### config.mk
export PLATFORM = sky130hd
export DESIGN_NAME = rpv_trig
export DESIGN_NICKNAME = d
export VERILOG_FILES = /design/src/hw/rtl/rpv_pkg.sv /design/src/hw/rtl/rpv_trig.sv
export SDC_FILE = /design/constraint.sdc
export NUM_CORES = 1
export LEC_CHECK = 0
export BUFFER_PORTS_ARGS = -buffer_cell sky130_fd_sc_hd__buf_4
export CORE_MARGIN = 2
export CORE_UTILIZATION = 40
export DETAILED_ROUTE_END_ITERATION = 10
export PLACE_DENSITY = 0.57
export SKIP_CTS_REPAIR_TIMING = 1
export SLEW_MARGIN = 20
export SYNTH_ARGS = -nofsm -noshare
export SYNTH_HDL_FRONTEND = slang
export SYNTH_SLANG_ARGS = --single-unit
### constraint.sdc
create_clock -name clk -period 10.9 [get_ports clk]
set_input_delay 0.545 -clock clk [delete_from_list [all_inputs] [get_ports clk]]
set_output_delay 0.545 -clock clk [all_outputs]
set_load 0.02 [all_outputs]
### src/hw/rtl/rpv_pkg.sv
// Package for the vertex rotation and projection block: default widths, register
// indexes, the quarter-wave sine table and the degree-to-trig lookup functions.
// Depends on nothing; every other file of the block imports it.
`timescale 1ns / 1ps
`default_nettype none

package rpv_pkg;

  // Default widths of the parameterized datapath.
  localparam int COORD_BITS_DEF     = 12;
  localparam int TRIG_FRAC_BITS_DEF = 14;
  localparam int SCREEN_BITS_DEF    = 11;

  // Fixed register widths.
  localparam int ANGLE_BITS  = 9;
  localparam int ZOOM_BITS   = 12;
  localparam int CENTER_BITS = 11;
  localparam int CFG_WIDTH   = 12;
  localparam int CFG_INDEX_BITS = 3;

  // Zoom is Q4.8.
  localparam int ZOOM_FRAC_BITS = 8;

  // Register indexes of the configuration port.
  localparam logic [CFG_INDEX_BITS-1:0] REG_ANGLE_X  = 3'd0;
  localparam logic [CFG_INDEX_BITS-1:0] REG_ANGLE_Y  = 3'd1;
  localparam logic [CFG_INDEX_BITS-1:0] REG_ANGLE_Z  = 3'd2;
  localparam logic [CFG_INDEX_BITS-1:0] REG_ZOOM     = 3'd3;
  localparam logic [CFG_INDEX_BITS-1:0] REG_CENTER_X = 3'd4;
  localparam logic [CFG_INDEX_BITS-1:0] REG_CENTER_Y = 3'd5;

  // Reset values of the registers.
  localparam logic [ANGLE_BITS-1:0]  ANGLE_X_RST  = 9'd45;
  localparam logic [ANGLE_BITS-1:0]  ANGLE_Y_RST  = 9'd30;
  localparam logic [ANGLE_BITS-1:0]  ANGLE_Z_RST  = 9'd0;
  localparam logic [ZOOM_BITS-1:0]   ZOOM_RST     = 12'd384;
  localparam logic [CENTER_BITS-1:0] CENTER_X_RST = 11'd240;
  localparam logic [CENTER_BITS-1:0] CENTER_Y_RST = 11'd136;

  // The table holds sin(0..90 degrees) in Q1.14.
  localparam int unsigned TABLE_FRAC = 14;
  localparam logic [14:0] QUARTER_SINE [0:90] = '{
        15'd0,   15'd286,   15'd572,   15'd857,  15'd1143,  15'd1428,  15'd1713,
     15'd1997,  15'd2280,  15'd2563,  15'd2845,  15'd3126,  15'd3406,  15'd3686,
     15'd3964,  15'd4240,  15'd4516,  15'd4790,  15'd5063,  15'd5334,  15'd5604,
     15'd5872,  15'd6138,  15'd6402,  15'd6664,  15'd6924,  15'd7182,  15'd7438,
     15'd7692,  15'd7943,  15'd8192,  15'd8438,  15'd8682,  15'd8923,  15'd9162,
     15'd9397,  15'd9630,  15'd9860, 15'd10087, 15'd10311, 15'd10531, 15'd10749,
    15'd10963, 15'd11174, 15'd11381, 15'd11585, 15'd11786, 15'd11982, 15'd12176,
    15'd12365, 15'd12551, 15'd12733, 15'd12911, 15'd13085, 15'd13255, 15'd13421,
    15'd13583, 15'd13741, 15'd13894, 15'd14044, 15'd14189, 15'd14330, 15'd14466,
    15'd14598, 15'd14726, 15'd14849, 15'd14968, 15'd15082, 15'd15191, 15'd15296,
    15'd15396, 15'd15491, 15'd15582, 15'd15668, 15'd15749, 15'd15826, 15'd15897,
    15'd15964, 15'd16026, 15'd16083, 15'd16135, 15'd16182, 15'd16225, 15'd16262,
    15'd16294, 15'd16322, 15'd16344, 15'd16362, 15'd16374, 15'd16382, 15'd16384
  };

  // Table entry rescaled to f fraction bits: rounded down in precision, or shifted up.
  function automatic logic [31:0] quarter_scaled(logic [6:0] d, int unsigned f);
    logic [31:0] t;
    t = 32'(QUARTER_SINE[d]);
    if (f < TABLE_FRAC) begin
      t = (t + (32'd1 << (TABLE_FRAC - f - 1))) >> (TABLE_FRAC - f);
    end else if (f > TABLE_FRAC) begin
      t = t << (f - TABLE_FRAC);
    end
    return t;
  endfunction

  // Sine of a whole-degree angle with f fraction bits; angles of 360 and up wrap once.
  function automatic logic signed [31:0] sine_deg(logic [ANGLE_BITS-1:0] a, int unsigned f);
    logic [ANGLE_BITS-1:0] m;
    logic [ANGLE_BITS-1:0] d;
    logic                  neg;
    logic [31:0]           q;
    m   = (a >= 9'd360) ? a - 9'd360 : a;
    neg = 1'b0;
    if (m <= 9'd90) begin
      d = m;
    end else if (m <= 9'd180) begin
      d = 9'd180 - m;
    end else if (m <= 9'd270) begin
      d   = m - 9'd180;
      neg = 1'b1;
    end else begin
      d   = 9'd360 - m;
      neg = 1'b1;
    end
    q = quarter_scaled(d[6:0], f);
    return neg ? -$signed(q) : $signed(q);
  endfunction

  // Cosine as the sine of the wrapped angle plus a quarter turn.
  function automatic logic signed [31:0] cosine_deg(logic [ANGLE_BITS-1:0] a, int unsigned f);
    logic [ANGLE_BITS-1:0] m;
    m = (a >= 9'd360) ? a - 9'd360 : a;
    return sine_deg(m + 9'd90, f);
  endfunction

endpackage

`default_nettype wire

### src/hw/rtl/rpv_trig.sv
// Registered sine and cosine of the three configured rotation angles.
// Depends on rpv_pkg for the quarter-wave table and lookup functions.
`timescale 1ns / 1ps
`default_nettype none

module rpv_trig import rpv_pkg::*; #(
  parameter int TRIG_FRAC_BITS = TRIG_FRAC_BITS_DEF
) (
  input  wire logic                          clk,
  input  wire logic [ANGLE_BITS-1:0]         angle_x,
  input  wire logic [ANGLE_BITS-1:0]         angle_y,
  input  wire logic [ANGLE_BITS-1:0]         angle_z,
  output logic signed [TRIG_FRAC_BITS+1:0]   sin_x,
  output logic signed [TRIG_FRAC_BITS+1:0]   cos_x,
  output logic signed [TRIG_FRAC_BITS+1:0]   sin_y,
  output logic signed [TRIG_FRAC_BITS+1:0]   cos_y,
  output logic signed [TRIG_FRAC_BITS+1:0]   sin_z,
  output logic signed [TRIG_FRAC_BITS+1:0]   cos_z
);

  localparam int TW = TRIG_FRAC_BITS + 2;

  // The angle inputs are the next values of the angle registers, so the table
  // output changes at the same edge as the registers and a beat accepted right
  // after a write already sees the new angle.
  always_ff @(posedge clk) begin
    sin_x <= TW'(sine_deg(angle_x, TRIG_FRAC_BITS));
    cos_x <= TW'(cosine_deg(angle_x, TRIG_FRAC_BITS));
    sin_y <= TW'(sine_deg(angle_y, TRIG_FRAC_BITS));
    cos_y <= TW'(cosine_deg(angle_y, TRIG_FRAC_BITS));
    sin_z <= TW'(sine_deg(angle_z, TRIG_FRAC_BITS));
    cos_z <= TW'(cosine_deg(angle_z, TRIG_FRAC_BITS));
  end

endmodule

`default_nettype wire

==> flow_metrics.env <==
export IMPL_status="finished clean"
export IMPL_drc=0
export IMPL_final_nets=3146
export IMPL_whs_ps=952.1
export IMPL_grt_max_degree=49
export IMPL_ys_seq_area_share_pct=9.005
export IMPL_ios=124
export IMPL_layout_cells_non_filler=3701
export IMPL_vias=25750
export IMPL_cts_buffers_inserted=9
export IMPL_synthTopCellsByCount="314 x nand2_1, 266 x a21oi_1, 256 x nor2_1, 216 x o21ai_0, 146 x clkbuf_1"
export IMPL_synthMostInstantiatedCell="nand2_1"
export IMPL_num_rows=84
export IMPL_grt_use_total_pct=28.20
export IMPL_h_tree_depth=3
export IMPL_die_area_um2=55220
export IMPL_setup_worst_path_class="input port to register"
export IMPL_tns_ps=0
export IMPL_wire_per_inst_um=22.10
export IMPL_fillers=5457
export IMPL_grt_setup_unrepaired="false"
export IMPL_clkSinkCount=96
export IMPL_gr_total_overflow=0
export IMPL_p_total_mw=6.300
export IMPL_synthArstFlopShare_pct=0
export IMPL_min_period_over_period_pct=87.18
export IMPL_critPathArrivalTime_ps=9790
export IMPL_slew_limit_headroom_pct=21.98
export IMPL_area_growth_pct=6.964
export IMPL_wl_mm=81.81
export IMPL_synth_cells=3076
export IMPL_first_global_vias=23520
export IMPL_ys_warn_count=0
export IMPL_cap_violations=0
export IMPL_multi_input_area_um2=17980
export IMPL_core_um2=52660
export IMPL_crit_required_ps=11190
export IMPL_synth_seq_cells=96
export IMPL_synthDistinctLibCells=128
export IMPL_cts_root_buf="clkbuf_16"
export IMPL_ant_nets=0
export IMPL_drtIter0Drc=3689
export IMPL_synth_edf_count=0
export IMPL_synth_area_um2=21340
export IMPL_worstSetupEndpointType="register"
export IMPL_hold_path_class="input port to register"
export IMPL_clockBufferDepth=2
export IMPL_grt_pass1_wl_mm=131.1
export IMPL_post_synth_top_area_cell="dfxtp_1"
export IMPL_drive_above_1_share_pct=12.25
export IMPL_pwr_density_cell_nw_per_um2=275.9
export IMPL_die_x_um=235.0
export IMPL_hold_viol=0
export IMPL_start_util_pct=40.53
export IMPL_io_buffers=123
export IMPL_syn_nets=3214
export IMPL_gp_congestion=0.9875
export IMPL_antenna_found_initial=4
export IMPL_die_y_um=235.0
export IMPL_diodes=0
export IMPL_dpl_cell_count=3685
export IMPL_drv_slew=0
export IMPL_ys_flop_type="dfxtp_1"
export IMPL_viasPerCell=6.958
export IMPL_cts_tree="yes"
export IMPL_drt_pass1_iter_count=6
export IMPL_period_needed_ps=9502
export IMPL_dp_worst_setup_slack_ps=1150
export IMPL_fmax_mhz=105.2
export IMPL_worstMarginPinSlew_ps=1162
export IMPL_p_leak_nw=8.410
export IMPL_regArea_um2=1922
export IMPL_slowest_stage="a221oi_2"
export IMPL_synth_top_cell_area_share_pct=9.005
export IMPL_ir_worst_vdd_v=0.0001691
export IMPL_crit_fanout=18
export IMPL_slowest_delay_ps=600
export IMPL_clk_pin_slew_ps=80
export IMPL_finalSetupViolations=0
export IMPL_synth_area_leaders="dfxtp_1 9.0%, ha_1 6.3%, a21oi_1 6.2%"
export IMPL_avgSynthCellArea_um2=6.939
export IMPL_dp_hpwl_mm=58.12
export IMPL_worstSetupStartpointType="input port"
export IMPL_layout_setup_ws_ps=1398
[area by class of cell]
type | instances | share of cell area (%)
multi-input combinational | 2620 | 78.74
clock buffer | 9 | 0.9865
clock inverter | 7 | 0.3398
timing repair buffer | 190 | 6.248
sequential | 96 | 8.418
inverter | 91 | 1.496
tap | 688 | 3.771
[through the flow]
| step | cell area [µm²] | util [%] |
|---|---|---|
| CTS | 22830 | 43.36 |
| finish | 22830 | 43.36 |
| global route | 22830 | 43.36 |
| detailed placement | 22530 | 42.78 |
| floorplan | 21340 | - |
| global placement | 22520 | 42.77 |
[logic make-up after synthesis]
logic type                 Yosys count  synth area share [%]
muxes                               78                 4.965
and+or+nand+nor                    998                 22.35
DFF                                 96                 9.005
buffers and inverters              360                 7.486
xor gates and xnor gates           138                 6.238
adders and majority gates          110                 6.554
AOI/OAI and AO/OA                 1296                 43.40
[per-layer routing]
layer	wire length, µm	up-vias	share of wire [%]	global-route usage [%]
met4	2412	8	2.9	8.611
met3	8396	231	10	5.815
met2	36730	1602	45	44.29
met5	55	-	0.067	0
met1	34210	12140	42	38.59
li1	-	11770	-	-
[registers in the layout, indices dropped and copies added, names as in the netlist]
register,count
sin_y,16
cos_x,16
cos_z,16
cos_y,16
sin_z,16
sin_x,16
[power by group]
group	total, mW	internal [mW]	switching [mW]
clock	0.333	0.162	0.171
combinational	5.33	1.89	3.44
sequential	0.635	0.552	0.0835
[layout by cell type, fill, tap and decap left out, drive strengths merged, types with 45 or more instances in the layout]
cell type  instances
nand2            317
o211ai            84
dfxtp             96
a31oi             76
a21oi            275
buf              190
o21ai            234
nor2             260
ha               107
a221oi            49
xnor2            103
nor3             106
nand3            102
inv               87
a211oi            92
mux2i             45
[worst max-delay path: cells and delay by family]
kind / cells / cell delay, ps
and+or+nand+nor: 9 / 2200
AOI/OAI and AO/OA: 11 / 3960
xor gates and xnor gates: 1 / 170
adders and majority gates: 5 / 1530
muxes: 1 / 340
buffers and inverters: 7 / 1040
[worst paths after layout]
check,slack [ps],startpoint,depth (start not counted),end
setup / recovery,1400,angle_y[3],34,cos_y[12]$_DFF_P_
hold / removal,950,angle_z[1],4,cos_z[14]$_DFF_P_
Note: power is estimated with default switching activity, not from simulation.
